**src/hw/rtl/nsr_pkg.sv**
```systemverilog
package nsr_pkg;

    // Field widths of the operand and the root
    localparam int VALUE_W = 32;
    localparam int ROOT_W  = 24;

    // Largest root the output field can carry
    localparam logic [ROOT_W-1:0] ROOT_MAX = '1;

    // Sequencer states
    typedef enum logic [2:0] {
        S_IDLE = 3'b001,
        S_DIV  = 3'b010,
        S_OUT  = 3'b100
    } t_state;

endpackage

```
**src/hw/rtl/nsr_div.sv**
```systemverilog
module nsr_div #(
    parameter int W = 47
) (
    input  logic         i_clk,
    input  logic         i_rst_n,
    input  logic         i_start,
    input  logic [W-1:0] i_dividend,
    input  logic [W-1:0] i_divisor,
    output logic         o_done,
    output logic [W-1:0] o_quotient
);

    localparam int CNT_W = $clog2(W + 1);

    logic             r_busy;
    logic             n_busy;
    logic             r_done;
    logic             n_done;
    logic [CNT_W-1:0] r_cnt;
    logic [CNT_W-1:0] n_cnt;
    logic [W-1:0]     r_rem;
    logic [W-1:0]     n_rem;
    logic [W-1:0]     r_quo;
    logic [W-1:0]     n_quo;
    logic [W-1:0]     r_dvs;
    logic [W-1:0]     n_dvs;
    logic [W:0]       w_shift;
    logic [W:0]       w_diff;
    logic             w_fits;

    // Shift in the next dividend bit and trial-subtract the divisor
    assign w_shift = {r_rem, r_quo[W-1]};
    assign w_fits  = (w_shift >= {1'b0, r_dvs});
    assign w_diff  = w_shift - {1'b0, r_dvs};

    // Load on start, then retire one quotient bit per cycle
    always_comb begin
        n_busy = r_busy;
        n_done = 1'b0;
        n_cnt  = r_cnt;
        n_rem  = r_rem;
        n_quo  = r_quo;
        n_dvs  = r_dvs;
        if (i_start) begin
            n_busy = 1'b1;
            n_cnt  = CNT_W'(W);
            n_rem  = '0;
            n_quo  = i_dividend;
            n_dvs  = i_divisor;
        end else if (r_busy) begin
            n_rem = w_fits ? w_diff[W-1:0] : w_shift[W-1:0];
            n_quo = {r_quo[W-2:0], w_fits};
            n_cnt = r_cnt - CNT_W'(1);
            if (r_cnt == CNT_W'(1)) begin
                n_busy = 1'b0;
                n_done = 1'b1;
            end
        end
    end

    always_ff @(posedge i_clk) begin
        if (!i_rst_n) begin
            r_busy <= 1'b0;
            r_done <= 1'b0;
            r_cnt  <= '0;
        end else begin
            r_busy <= n_busy;
            r_done <= n_done;
            r_cnt  <= n_cnt;
        end
        r_rem <= n_rem;
        r_quo <= n_quo;
        r_dvs <= n_dvs;
    end

    assign o_done     = r_done;
    assign o_quotient = r_quo;

    // A new division never starts on top of a running one
    a_start_idle: assert property (@(posedge i_clk) disable iff (!i_rst_n)
        i_start |-> !r_busy)
        else $error("divider started while busy");

    // The last quotient bit is followed by done
    a_last_done: assert property (@(posedge i_clk) disable iff (!i_rst_n)
        (r_busy && !i_start && r_cnt == CNT_W'(1)) |=> r_done)
        else $error("divider finished without done");

    // Done is a single-cycle pulse with the unit at rest
    a_done_pulse: assert property (@(posedge i_clk) disable iff (!i_rst_n)
        r_done |-> !r_busy ##1 !r_done)
        else $error("done pulse malformed");

endmodule

```
**src/hw/rtl/newton_square_root.sv**
```systemverilog
// Channel   Direction  Handshake          Word
// input     in         i_valid / o_stall  i_value  (signed Q15.16)
// output    out        o_valid / i_stall  o_root   (unsigned Q8.16)
//
// A positive operand keeps the input stalled until its root has been handed to
// the output register, after ITERATIONS Newton steps at a width of W bits,
// with W = 31 + FRAC_BITS (47 at the defaults). Each Newton step starts the
// shared radix-2 divider and waits for its W quotient bits and its done pulse.
// A zero or negative operand skips the divider and goes straight to hand-off
// with a zero root. Reset is synchronous, active low.
// A stalled root holds in the output register while the next word is worked.
module newton_square_root #(
    parameter int ITERATIONS = 20,
    parameter int FRAC_BITS  = 16
) (
    input  logic                                i_clk,
    input  logic                                i_rst_n,
    input  logic                                i_valid,
    output logic                                o_stall,
    input  logic signed [nsr_pkg::VALUE_W-1:0]  i_value,
    output logic                                o_valid,
    input  logic                                i_stall,
    output logic        [nsr_pkg::ROOT_W-1:0]   o_root
);

    import nsr_pkg::*;

    localparam int W      = VALUE_W - 1 + FRAC_BITS;
    localparam int ITER_W = $clog2(ITERATIONS + 1);

    t_state              r_state;
    t_state              n_state;
    logic [W-1:0]        r_scaled;
    logic [W-1:0]        n_scaled;
    logic [W-1:0]        r_x;
    logic [W-1:0]        n_x;
    logic [ITER_W-1:0]   r_iter;
    logic [ITER_W-1:0]   n_iter;
    logic                r_start;
    logic                n_start;
    logic [ROOT_W-1:0]   r_root;
    logic [ROOT_W-1:0]   n_root;
    logic                r_ovalid;
    logic                n_ovalid;

    logic                w_accept;
    logic                w_pos;
    logic [W-1:0]        w_half;
    logic [W-1:0]        w_guess;
    logic [W:0]          w_sum;
    logic [W-1:0]        w_next;
    logic [W-1:0]        w_next_safe;
    logic [ROOT_W-1:0]   w_sat;
    logic                w_out_free;
    logic                w_div_done;
    logic [W-1:0]        w_quot;

    // Shared divider: q = (n << FRAC_BITS) / x
    nsr_div #(
        .W(W)
    ) u_div (
        .i_clk      (i_clk),
        .i_rst_n    (i_rst_n),
        .i_start    (r_start),
        .i_dividend (r_scaled),
        .i_divisor  (r_x),
        .o_done     (w_div_done),
        .o_quotient (w_quot)
    );

    assign w_accept = i_valid && (r_state == S_IDLE);
    assign w_pos    = !i_value[VALUE_W-1] && (i_value != '0);

    // Start from half the operand, never below one LSB
    assign w_half  = W'(i_value[VALUE_W-2:1]);
    assign w_guess = (w_half == '0) ? W'(1) : w_half;

    // Newton update x = (x + q) / 2
    assign w_sum       = {1'b0, r_x} + {1'b0, w_quot};
    assign w_next      = w_sum[W:1];
    assign w_next_safe = (w_next == '0) ? W'(1) : w_next;

    // Saturate the final guess to the root field
    assign w_sat = (r_x > W'(ROOT_MAX)) ? ROOT_MAX : r_x[ROOT_W-1:0];

    // The output register can take a word when empty or being drained
    assign w_out_free = !r_ovalid || !i_stall;

    // Sequence the iterations and hand the root to the output register
    always_comb begin
        n_state  = r_state;
        n_scaled = r_scaled;
        n_x      = r_x;
        n_iter   = r_iter;
        n_start  = 1'b0;
        n_root   = r_root;
        n_ovalid = r_ovalid;
        if (r_ovalid && !i_stall) begin
            n_ovalid = 1'b0;
        end
        case (r_state)
            S_IDLE: begin
                if (i_valid) begin
                    if (w_pos) begin
                        n_scaled = W'(i_value[VALUE_W-2:0]) << FRAC_BITS;
                        n_x      = w_guess;
                        n_iter   = '0;
                        n_start  = 1'b1;
                        n_state  = S_DIV;
                    end else begin
                        n_x     = '0;
                        n_state = S_OUT;
                    end
                end
            end
            S_DIV: begin
                if (w_div_done) begin
                    if (r_iter == ITER_W'(ITERATIONS - 1)) begin
                        n_x     = w_next;
                        n_state = S_OUT;
                    end else begin
                        n_x     = w_next_safe;
                        n_iter  = r_iter + ITER_W'(1);
                        n_start = 1'b1;
                    end
                end
            end
            S_OUT: begin
                if (w_out_free) begin
                    n_root   = w_sat;
                    n_ovalid = 1'b1;
                    n_state  = S_IDLE;
                end
            end
            default: begin
                n_state = S_IDLE;
            end
        endcase
    end

    always_ff @(posedge i_clk) begin
        if (!i_rst_n) begin
            r_state  <= S_IDLE;
            r_iter   <= '0;
            r_start  <= 1'b0;
            r_ovalid <= 1'b0;
        end else begin
            r_state  <= n_state;
            r_iter   <= n_iter;
            r_start  <= n_start;
            r_ovalid <= n_ovalid;
        end
        r_scaled <= n_scaled;
        r_x      <= n_x;
        r_root   <= n_root;
    end

    assign o_stall = (r_state != S_IDLE);
    assign o_valid = r_ovalid;
    assign o_root  = r_root;

    // A non-positive operand goes straight to hand-off with a zero guess
    a_nonpos_zero: assert property (@(posedge i_clk) disable iff (!i_rst_n)
        (w_accept && !w_pos) |=> (r_state == S_OUT && r_x == '0))
        else $error("non-positive operand did not give zero");

    // A positive operand starts the first iteration
    a_pos_start: assert property (@(posedge i_clk) disable iff (!i_rst_n)
        (w_accept && w_pos) |=> (r_state == S_DIV && r_iter == '0 && r_start))
        else $error("positive operand did not start iterating");

    // Divider results only arrive while iterating
    a_done_in_div: assert property (@(posedge i_clk) disable iff (!i_rst_n)
        w_div_done |-> (r_state == S_DIV))
        else $error("divider done outside iteration");

    // A stalled root word holds its value
    a_root_hold: assert property (@(posedge i_clk) disable iff (!i_rst_n)
        (o_valid && i_stall) |=> (o_valid && $stable(o_root)))
        else $error("stalled root word changed");

endmodule
```
**config.mk**
```make
export PLATFORM = sky130hd
export DESIGN_NAME = newton_square_root
export DESIGN_NICKNAME = d
export VERILOG_FILES = /design/src/hw/rtl/nsr_pkg.sv /design/src/hw/rtl/nsr_div.sv /design/src/hw/rtl/newton_square_root.sv
export SDC_FILE = /design/constraint.sdc
export NUM_CORES = 1
export LEC_CHECK = 0
export BUFFER_PORTS_ARGS = -buffer_cell sky130_fd_sc_hd__buf_2
export CAP_MARGIN = 5
export CORE_MARGIN = 2
export CORE_UTILIZATION = 50
export CTS_CLUSTER_DIAMETER = 100
export DETAILED_ROUTE_END_ITERATION = 7
export HOLD_SLACK_MARGIN = 0.06
export PLACE_DENSITY = 0.65
export SETUP_SLACK_MARGIN = 0.4
export SLEW_MARGIN = 20
export SYNTH_ARGS = -nofsm -noshare
export SYNTH_HDL_FRONTEND = slang
export SYNTH_SLANG_ARGS = --single-unit
export TNS_END_PERCENT = 100
```
**constraint.sdc**
```tcl
create_clock -name i_clk -period 8.7 [get_ports i_clk]
set_input_delay 0.435 -clock i_clk [delete_from_list [all_inputs] [get_ports i_clk]]
set_output_delay 0.435 -clock i_clk [all_outputs]
set_load 0.05 [all_outputs]
```
# Word level (Yosys, flattened, before mapping)
# Cells that the tools add are included.
dict set report classes {
  n_eq_ne 12
  bitwise_logic 2
  muxes 35
  magnitude_cmp 2
  reduce_logical 18
  n_addsub 4
}
# operator n
set op_table {}
lappend op_table {{47-bit two-way mux} 7}
lappend op_table {{47-bit zero test} 2}
lappend op_table {{47-bit case mux with 2 select lines} 1}
lappend op_table {{30-bit two-way mux} 2}
lappend op_table {{47-bit by 47-bit adder with 48-bit output} 1}
lappend op_table {{48-bit by 47-bit greater-or-equal comparator with 1-bit output} 1}
lappend op_table {{47-bit by 24-bit greater-than comparator with 1-bit output (second input constant)} 1}
lappend op_table {{47-bit subtractor} 1}
lappend op_table {{32-bit nonzero test} 1}
lappend op_table {{5-bit two-way mux} 4}
lappend op_table {{3-bit two-way mux} 5}
lappend op_table {{6-bit two-way mux} 2}
lappend op_table {{1-bit two-way mux} 11}
lappend op_table {{2-bit inequality test (second input constant)} 5}
lappend op_table {{5-bit case mux with 2 select lines} 1}
lappend op_table {{3-bit case mux with 3 select lines} 1}
lappend op_table {{6-bit by 1-bit == test with 1-bit output (second input constant)} 1}
lappend op_table {{3-bit AND reduction} 2}
lappend op_table {{6-bit by 1-bit subtractor with 6-bit output (second input constant)} 1}
lappend op_table {{5-bit by 1-bit adder with 5-bit output (second input constant)} 1}
lappend op_table {{5-bit == test (second input constant)} 1}
lappend op_table {{5-bit AND reduction} 1}
lappend op_table {{4-bit AND reduction} 1}
lappend op_table {{2-bit nonzero test} 2}
lappend op_table {{other kinds (13)} 17}
dict set report totals {
  regBits 261
  out_inout_bits 26
  elab_cells 88
  in_bits 36
}

# Logic depth before layout (Yosys ltp)
# Gate-level depths: netlist (run 1).
dict set report logic_depth {
  ltp_word 6
  depth_mapped 16
  ltp_nobuf 14
}

# Cells and area by module
# From an unflattened synthesis (run 1), not the netlist that was laid out.
dict set report hier_totals {
  cells_unflattened 1679
  area_unflattened_um2 16495.8
}
# module seq_area_each_um2 area_per_inst_um2 n_inst cells_per_inst
set by_module_without_submodules {}
lappend by_module_without_submodules {nsr_div 3923.8 8903.5 1 914}
lappend by_module_without_submodules {newton_square_root 3263.1 7592.3 1 765}

# Worst setup path after synthesis (run 1)
# Ideal clock, no wire load.
dict set report synth_path {
  path_type {flip-flop to flip-flop}
  from {reg r_x[1]}
  to {reg r_x[33], data pin}
  path_buffers 0
  synth_period_minus_slack_ns 3.866
  path_stages_with_launch 14
  required_time_ns 8.445
  arrival_time_ns 3.611
  setup_ns 0.255
  setup_slack_ns 4.834
  cell_sequence {edfxtp_1 inv_1 fa_1 nor2b_1 o31a_1 a21oi_4 a211oi_1 a21boi_1 xnor2_1 or4_1 nor4b_2 nand4_1 or4_4 and3_1}
}
dict set report synth_via {
  elab_chain_len 6
}
# item line
set synth_rtl {}
lappend synth_rtl {{start, declared} newton_square_root.sv:35} ;# logic [W-1:0] r_x;
lappend synth_rtl {{start signal, assigned} newton_square_root.sv:154} ;# r_x <= n_x;
lappend synth_rtl {{47-bit by 47-bit adder with 48-bit output (*)} newton_square_root.sv:79} ;# assign w_sum = {1'b0, r_x} + {1'b0, w_quot};
lappend synth_rtl {{47-bit zero test} newton_square_root.sv:81} ;# assign w_next_safe = (w_next == '0) ? W'(1) : w_next;
lappend synth_rtl {{47-bit two-way mux} newton_square_root.sv:81}
lappend synth_rtl {{47-bit two-way mux (*)} newton_square_root.sv:118} ;# if (r_iter == ITER_W'(ITERATIONS - 1)) begin
lappend synth_rtl {{47-bit two-way mux (*)} newton_square_root.sv:117} ;# if (w_div_done) begin
lappend synth_rtl {{47-bit case mux with 2 select lines (*)} newton_square_root.sv:101} ;# case (r_state)
# Every way passes the cells marked *; elsewhere a longest branch is shown, timed or not. The select of a mux whose other input is x is not followed.
# A chain may end at the register's enable or synchronous reset.

# Worst setup path after layout (run 1)
dict set report layout_path {
  from {reg r_x[25]}
  to {reg r_x[33], data pin}
}
# Same word-level chain as after synthesis.

==> results of run 1 <==
[cell families after synthesis]
group	share of synthesized area (%)
AND/OR/NAND/NOR	16.3
AO/OA/AOI/OAI	20.1
flip-flops	44.4
buffers and inverters	4.12
adder cells (fa/ha/maj)	7.66
XOR/XNOR	4.60
multiplexers	2.83
[cell usage after synthesis (all sizes together), types with 22 or more instances]
| master | count |
|---|---|
| edfxtp | 196 |
| nand2 | 142 |
| a21oi | 135 |
| nor2 | 126 |
| ha | 96 |
| o21ai | 96 |
| inv | 73 |
| clkbuf | 72 |
| dfxtp | 65 |
| a21o | 52 |
| xnor2 | 48 |
| xor2 | 37 |
| a211oi | 32 |
| nand4 | 32 |
| mux2 | 31 |
| nand3 | 29 |
| nor3 | 29 |
| or3 | 29 |
| nor2b | 27 |
| o21a | 23 |
| nor4 | 22 |
[cell usage in the layout (no fill, tap or decap), drive strengths merged, types with 6 or more instances in the layout]
master and instances:
a211oi 32, a21boi 8, a21o 52, a21oi 135
a22o 20, a311oi 14, a31oi 13, and2 17
and3 20, and4 8, buf 69, clkbuf 40
dfxtp 65, edfxtp 196, ha 96, inv 72
mux2 31, mux2i 11, nand2 142, nand2b 14
nand3 29, nand4 32, nor2 126, nor2b 27
nor3 29, nor4 22, o211ai 19, o21a 23
o21ai 96, o21bai 9, o31ai 6, or2 8
or3 29, xnor2 48, xor2 37
[sequential cells by signal, summed over array words and instances, names as in the netlist]
name and count:
r_x 47, u_div.o_quotient 47, u_div.r_dvs 47, u_div.r_rem 47
r_scaled 31, o_root 24, u_div.r_cnt 6, r_iter 5
r_state 3, o_valid 1, r_start 1, u_div.o_done 1
u_div.r_busy 1
[per-layer routing]
metal  part of all wire, %  track usage, %  wire [um]  vias up
li1                      -               -          -     6241
met3                   6.7            4.99       3160       62
met1                    47            40.5      22000     6322
met4                   2.8            7.55       1300        0
met2                    44            42.3      20400      407
met5                     0               0          0        -
[how the worst max path moves through the flow]
stage,start,end,slack [ns],cells after the start
floorplan,r_x[1]$_DFFE_PP_,r_x[33]$_SDFFCE_PN0P_,4.83,13
global placement,r_x[25]$_DFFE_PP_,r_x[33]$_SDFFCE_PN0P_,4.18,12
detailed placement,r_x[25]$_DFFE_PP_,r_x[33]$_SDFFCE_PN0P_,4.09,12
CTS,r_x[25]$_DFFE_PP_,r_x[33]$_SDFFCE_PN0P_,4.08,12
global route,r_x[5]$_DFFE_PP_,r_x[33]$_SDFFCE_PN0P_,3.79,12
finish,r_x[25]$_DFFE_PP_,r_x[33]$_SDFFCE_PN0P_,4.08,12
[power by group through the flow]
stage	Clock (W)	Combinational (W)	Sequential, W
4_1_cts	0.00129	0.00325	0.00197
6_report	0.00127	0.00329	0.00198
2_1_floorplan	0	0.00249	0.00189
3_3_place_gp	0	0.00324	0.00199
5_1_grt	0.00134	0.00362	0.00201
3_5_place_dp	0	0.00323	0.00199
[stage by stage]
stage	area (um2)	total power [W]
finish	17700	0.00653
floorplan	16200	0.00438
CTS	17700	0.00651
global placement	16700	0.00522
global route	17700	0.00698
detailed placement	16700	0.00523
[cell type report]
| cell class | instances | area, um2 |
|---|---|---|
| clock buffers | 40 | 797 |
| flip-flops and latches | 261 | 7190 |
| fillers | 2819 | 14000 |
| repair buffers | 70 | 375 |
| well taps | 402 | 503 |
| multi-input cells | 1237 | 8360 |
| inverters | 74 | 280 |
| clock inverters | 11 | 166 |
[what timing repair did]
item / in CTS / in global routing
hold buffers: 1 / 0
resized for setup: 0 / 0
endpoints found under the hold margin: 1 / 0
==> parameters.txt, run 1 <==
Parameter                              Value

Timing
  Post-route worst setup slack ... 4.08 ns
  Measured slew at the worst slew-check pin ... 1.04 ns
  Worst slew slack as a fraction of its limit ... 30.2%
  Count of final max-slew check failures ... 0
  Skew final ... 0.0214 ns
  Setup_tns ... 0 ns
  Worst hold slack across all endpoints ... 0.0856 ns
  Count of final hold-check violations ... 0
  Minimum clock period after layout ... 4.62 ns
  Total of endpoints with negative setup slack in the final report ... 0
  Highest clock frequency the design can meet ... 217 MHz
  RSZ-0062 raised after global routing ... no
  Post-route fraction of the period consumed by the critical path ... 53.1%

Job
  Count of maximum capacitance violations ... 0

Power and ir drop
  Flop pwr share ... 30.3%
  Clk pwr share ... 19.4%
  Net switching share of the total power ... 43.7%
  IR Drop Worst-Case VDD ... 0.197 mV
  Cell Int Power ... 0.00368 W
  Portion of total power attributed to combinational logic ... 50.3%
  Total power per unit cell area ... 370 nW/um2
  P_sw ... 0.00286 W
  Leakage power total ... 6.85 nW

Die
  Effective utilization at floorplan ... 51.1%
  CORE AREA ... 31700 um2
  Count of standard-cell rows ... 65
  Horiz. Die Dim ... 184 um
  Floorplan die area ... 33900 um2
  DIE HEIGHT ... 184 um
  Number of primary I/O pins ... 62

Logic synthesis
  Number of warnings reported in the yosys synthesis log ... 0
  Leading cell types by total area after synthesis ... sky130_fd_sc_hd__edfxtp_1 (36%), sky130_fd_sc_hd__dfxtp_1 (8.0%), sky130_fd_sc_hd__ha_1 (7.4%)
  Number of distinct library cell variants in the gate-level netlist after synthesis ... 90
  Post-synth ARST share ... 0%
  Number of register bits inferred by synthesis ... 261
  Area share of the largest cell type after synthesis ... 36.3%
  Number of cells produced by synthesis ... 1664
  Cell area after synthesis ... 16200 um2
  Post-Syn Nets ... 1798
  Flip-flop cell with the highest count after synthesis ... sky130_fd_sc_hd__edfxtp_1
  Number of enable-type register cells in the synthesized netlist ... 196
  Synthesized area per cell ... 9.74 um2
  Largest area contributor in the netlist ... sky130_fd_sc_hd__edfxtp_1
  Proportion of synthesized chip area in sequential cells ... 44.4%

Setup path
  Arrival time of the worst setup path ... 4.93 ns
  CP startpoint kind ... flop
  Worst Path Max Fanout ... 12
  Cell with the largest stage delay on the worst path ... sky130_fd_sc_hd__a2111oi_2
  Worst reg2reg setup slack ... 4.08 ns
  Data required time at the worst endpoint ... 9.02 ns
  Critical path class ... reg -> reg
  Worst reg2reg endpoint ... r_x[33]$_SDFFCE_PN0P_
  Crit path capture type ... flop
  Startpoint of the lowest-slack register-to-register path ... r_x[25]$_DFFE_PP_
  Delay of the slowest cell on the worst path ... 0.67 ns
  Largest delay share family, worst path ... simple AND/OR/NAND/NOR gates
  Worst-case reg-to-reg path depth ... 12
  Number of buffers and inverters on the critical path ... 0
  Series of cell instances along the critical path ... ha_1 -> and4_1 -> and2_1 -> nand2_1 -> a2111oi_2 -> o31ai_2 -> mux2i_1 -> or4b_1 -> nor4_1 -> nand4_1 -> or4_4 -> and3_1

Global routing
  All-Layer GR Usage ... 27.7%
  Vias in the first global route ... 12.2k
  First-pass GRT wire length ... 71600 um
  Total gr overflow ... 0
  Pin count of the biggest net entering global routing ... 91
  Initial antenna violation count ... 2

Final layout
  Area growth from synthesis to layout ... 9.07%
  # nets final ... 1807
  Number of antenna repair diodes ... 0
  Number of non-filler instances in the completed layout ... 2095
  Fraction of final layout cells with drive strength greater than 1 ... 10.5%
  Post-layout util ... 55.7%

Place
  Post-Place Setup Slack ... 4.09 ns
  Final weighted congestion of routability-driven global placement ... 0.943
  Instance count after placement with tap cells included ... 2043
  Dpl hpwl ... 35300 um
  # port buffers ... 61

Clock tree
  Deepest level of the CTS H-tree ... 1
  Clock Sink Count ... 261
  Clock input transition at the sequential cells of the worst setup and hold paths ... 0.07 ns
  Buffer depth of the longest clock path ... 3
  Clock root cell ... sky130_fd_sc_hd__clkbuf_16
  Worst skew pair latency ... 0.58 ns
  Total CTS buffers ... 29
  CTS tree ... yes
  Post-CTS Setup Inserts ... 0

Drt
  # DRC ... 0
  Via-to-Cell Ratio ... 6.22
  Via count ... 13.0k
  Aggregate routed wire length ... 46900 um
  First DRT Iteration DRCs ... 1296
  First-pass iteration count of the detailed router ... 5
  Mean routed wirelength per cell ... 22.4 um
  ANT nets after route ... 0

Run status
  Status ... complete, no violations

Hold path
  Critical hold path startpoint ... i_value[16]
  Type of the tightest min-delay check ... in -> reg
  Worst Hold Path EP ... r_scaled[32]$_DFFE_PP_
  Cells on Worst Hold Path ... 1
Power figures use the tool's default switching activity.
==> inputs of run 2 (changes only) <==
==> constraint.sdc (replaced) <==
create_clock -name i_clk -period 4.7 [get_ports i_clk]
set_input_delay 0.235 -clock i_clk [delete_from_list [all_inputs] [get_ports i_clk]]
set_output_delay 0.235 -clock i_clk [all_outputs]
set_load 0.05 [all_outputs]
==> run 2 against run 1 <==
  * Fmax rose by 11%
  * Largest power group unchanged
  * Setup slack got worse by 3.5 ns
  * Global-route usage rose by 1.3 points
  * Count of clock-buffer cells in the layout fell by 3
  * Critical path type unchanged
  * Combinational power rose by 97%
  * Critical path depth did not move
  * Routed wire length rose by 5.5%
  * Register-to-register slack got worse by 3.5 ns
  * Sequential share of layout area fell by 1.9 points
  * Hold slack improved by 0.26 ns
==> parameters.txt, run 2 (synthesized netlist as in run 1, its figures left out) <==
Parameter                              Value

Run status
  Status ... complete, no violations

Setup path
  Worst reg2reg setup slack ... 0.54 ns (-3.54 ns)
  Cell with the largest stage delay on the worst path ... sky130_fd_sc_hd__or4_4
  Startpoint of the lowest-slack register-to-register path ... r_x[16]$_DFFE_PP_
  Delay of the slowest cell on the worst path ... 0.58 ns (-0.09 ns)
  Data required time at the worst endpoint ... 5.04 ns (-3.98 ns)
  Arrival time of the worst setup path ... 4.50 ns (-0.43 ns)
  Largest delay share family, worst path ... simple AND/OR/NAND/NOR gates
  Series of cell instances along the critical path ... ha_1 -> nand2_1 -> o21ai_1 -> nand2_1 -> a21boi_2 -> nor3_1 -> xnor2_1 -> or4_1 -> nor4b_2 -> nand4_1 -> or4_4 -> and3_1
  Worst path most repeated cell ... sky130_fd_sc_hd__nand2_1
  Worst-case reg-to-reg path depth ... 12 (unchanged)
  Worst Path Max Fanout ... 7 (-5)
  Crit path capture type ... flop
  Number of buffers and inverters on the critical path ... 0 (unchanged)
  CP startpoint kind ... flop
  Worst reg2reg endpoint ... r_x[35]$_SDFFCE_PN0P_
  Worst setup path startpoint ... r_x[16]$_DFFE_PP_
  Critical path class ... reg -> reg

Clock tree
  Deepest level of the CTS H-tree ... 1 (unchanged)
  Worst skew pair latency ... 0.59 ns (about the same)
  Clock input transition at the sequential cells of the worst setup and hold paths ... 0.07 ns (about the same)
  CTS tree ... yes
  Total CTS buffers ... 28 (-3.4%)
  Clock root cell ... sky130_fd_sc_hd__clkbuf_16
  Buffer depth of the longest clock path ... 3 (unchanged)
  Clock Sink Count ... 261 (unchanged)

Final layout
  Total area of sequential cells ... 7190 um2 (unchanged)
  Post-layout util ... 58.4% (+2.7 points)
  Number of non-filler instances in the completed layout ... 2157 (+3.0%)
  Area taken by multi-input logic gates ... 8670 um2 (+3.8%)
  # nets final ... 1867 (+3.3%)
  Leading cell types in the layout, fill and taps excluded ... sky130_fd_sc_hd__edfxtp_1 (196), sky130_fd_sc_hd__nand2_1 (142), sky130_fd_sc_hd__a21oi_1 (127)
  Fraction of final layout cells with drive strength greater than 1 ... 14.2% (+3.7 points)
  Number of antenna repair diodes ... 0 (unchanged)
  Leading cell type in the layout, fill and taps excluded ... sky130_fd_sc_hd__edfxtp_1
  Area growth from synthesis to layout ... 14.3%
  Count of fill cells added during filler insertion ... 2753 (-2.3%)

Timing
  Worst slew slack as a fraction of its limit ... 36.4% (+6.2 points)
  Worst hold slack across all endpoints ... 0.349 ns (+0.263 ns)
  Count of final max-slew check failures ... 0 (unchanged)
  Highest clock frequency the design can meet ... 241 MHz (+11%)
  Post-route fraction of the period consumed by the critical path ... 88.5% (+35 points)
  Measured slew at the worst slew-check pin ... 0.954 ns (-0.0895 ns)
  Setup_tns ... 0 ns (unchanged)
  Minimum clock period after layout ... 4.16 ns (-0.459 ns)
  Skew final ... 0.0410 ns (+0.0196 ns)
  Count of final hold-check violations ... 0 (unchanged)
  Total of endpoints with negative setup slack in the final report ... 0 (unchanged)
  RSZ-0062 raised after global routing ... no

Die
  Horiz. Die Dim ... 184 um (unchanged)
  DIE HEIGHT ... 184 um (unchanged)
  Count of standard-cell rows ... 65 (unchanged)
  Floorplan die area ... 33900 um2 (unchanged)
  Number of primary I/O pins ... 62 (unchanged)
  Effective utilization at floorplan ... 51.1% (unchanged)
  CORE AREA ... 31700 um2 (unchanged)

Place
  Instance count after placement with tap cells included ... 2063 (+0.98%)
  Dpl hpwl ... 37100 um (+5.2%)
  # port buffers ... 61 (unchanged)
  Final weighted congestion of routability-driven global placement ... 0.974 (+3.2%)

Hold path
  Type of the tightest min-delay check ... in -> reg
  Cells on Worst Hold Path ... 3 (+2)
  Critical hold path startpoint ... i_value[31]
  Worst Hold Path EP ... r_x[6]$_DFFE_PP_

Drt
  First DRT Iteration DRCs ... 1251 (-3.5%)
  # DRC ... 0 (unchanged)
  Aggregate routed wire length ... 49500 um (+5.5%)
  Mean routed wirelength per cell ... 22.9 um (+2.5%)
  First-pass iteration count of the detailed router ... 5 (unchanged)
  Via-to-Cell Ratio ... 6.20 (-0.33%)
  Via count ... 13.4k (+2.6%)
  ANT nets after route ... 0 (unchanged)

Power and ir drop
  Power consumption ... 0.0125 W (+91%)
  Total power per unit cell area ... 673 nW/um2 (+82%)
  Leakage power total ... 7.14 nW (+4.2%)
  IR Drop Worst-Case VDD ... 0.408 mV (+110%)

Global routing
  Initial antenna violation count ... 0 (-2)
  First-pass GRT wire length ... 74600 um (+4.1%)
  Vias in the first global route ... 12.6k (+2.9%)
  All-Layer GR Usage ... 29.1% (+1.3 points)
  Pin count of the biggest net entering global routing ... 72 (-21%)
  Total gr overflow ... 0 (unchanged)

Job
  Count of maximum capacitance violations ... 0 (unchanged)
==> run 2: cell count changes in the layout (fill, tap and decap cells not counted), sizes merged <==
cell,delta
dlygate4sd3,+34
buf,+27
clkbuf,-3
inv,+3
clkinv,+2
bufinv,-1
==> run 2: per-stage QoR <==
stage | worst slack (ns) | area [um2]
detailed placement | 0.104 | 16900
global route | 0.400 | 18500
CTS | 0.403 | 18300
floorplan | 0.834 | 16200
global placement | 0.147 | 16800
finish | 0.542 | 18500
==> run 2: power by group <==
part / internal [W] / switching, W
Sequential: 0.00317 / 0.000497
Clock: 0.00133 / 0.000982
Combinational: 0.00248 / 0.00400
==> run 2: tightest hold or removal path, cell delays in order <==
cell and delay (ns):
sky130_fd_sc_hd__buf_2 0.16, sky130_fd_sc_hd__nor3_4 0.13, sky130_fd_sc_hd__a22o_1 0.25
==> run 2: layer usage <==
metal	vias to the layer above	track usage, %	routed length, um
met5	-	0	0
met4	0	8.90	1620
met3	84	5.37	3230
met2	438	44.5	21500
met1	6499	41.9	23100
li1	6353	-	-
==> run 2: timing repair <==
action                     4_1_cts  5_1_grt
resized for setup               27       35
hold buffers                    35        0
pin swaps                        1        6
gates cloned                     0        0
hold endpoints to repair        59        0
setup endpoints to repair        5        5
buffers inserted                 2        5
==> run 2: worst max path at each step <==
stage                       endpoint  slack (ns)  cells past startpoint
2_1_floorplan  r_x[33]$_SDFFCE_PN0P_        0.83                     13
3_3_place_gp        r_x[0]$_DFFE_PP_        0.15                     13
3_5_place_dp        r_x[0]$_DFFE_PP_        0.10                     13
4_1_cts        r_x[33]$_SDFFCE_PN0P_        0.40                     13
5_1_grt        r_x[35]$_SDFFCE_PN0P_        0.40                     14
6_report       r_x[35]$_SDFFCE_PN0P_        0.54                     12
==> run 2: final cells by class <==
| cell class | count | share of cell area [%] |
|---|---|---|
| Multi-Input combinational cell | 1237 | 46.8 |
| Sequential cell | 261 | 38.8 |
| Timing Repair Buffer | 131 | 5.00 |
| Clock buffer | 37 | 4.19 |
| Tap cell | 402 | 2.72 |
| Inverter | 74 | 1.51 |
| Clock inverter | 15 | 0.939 |
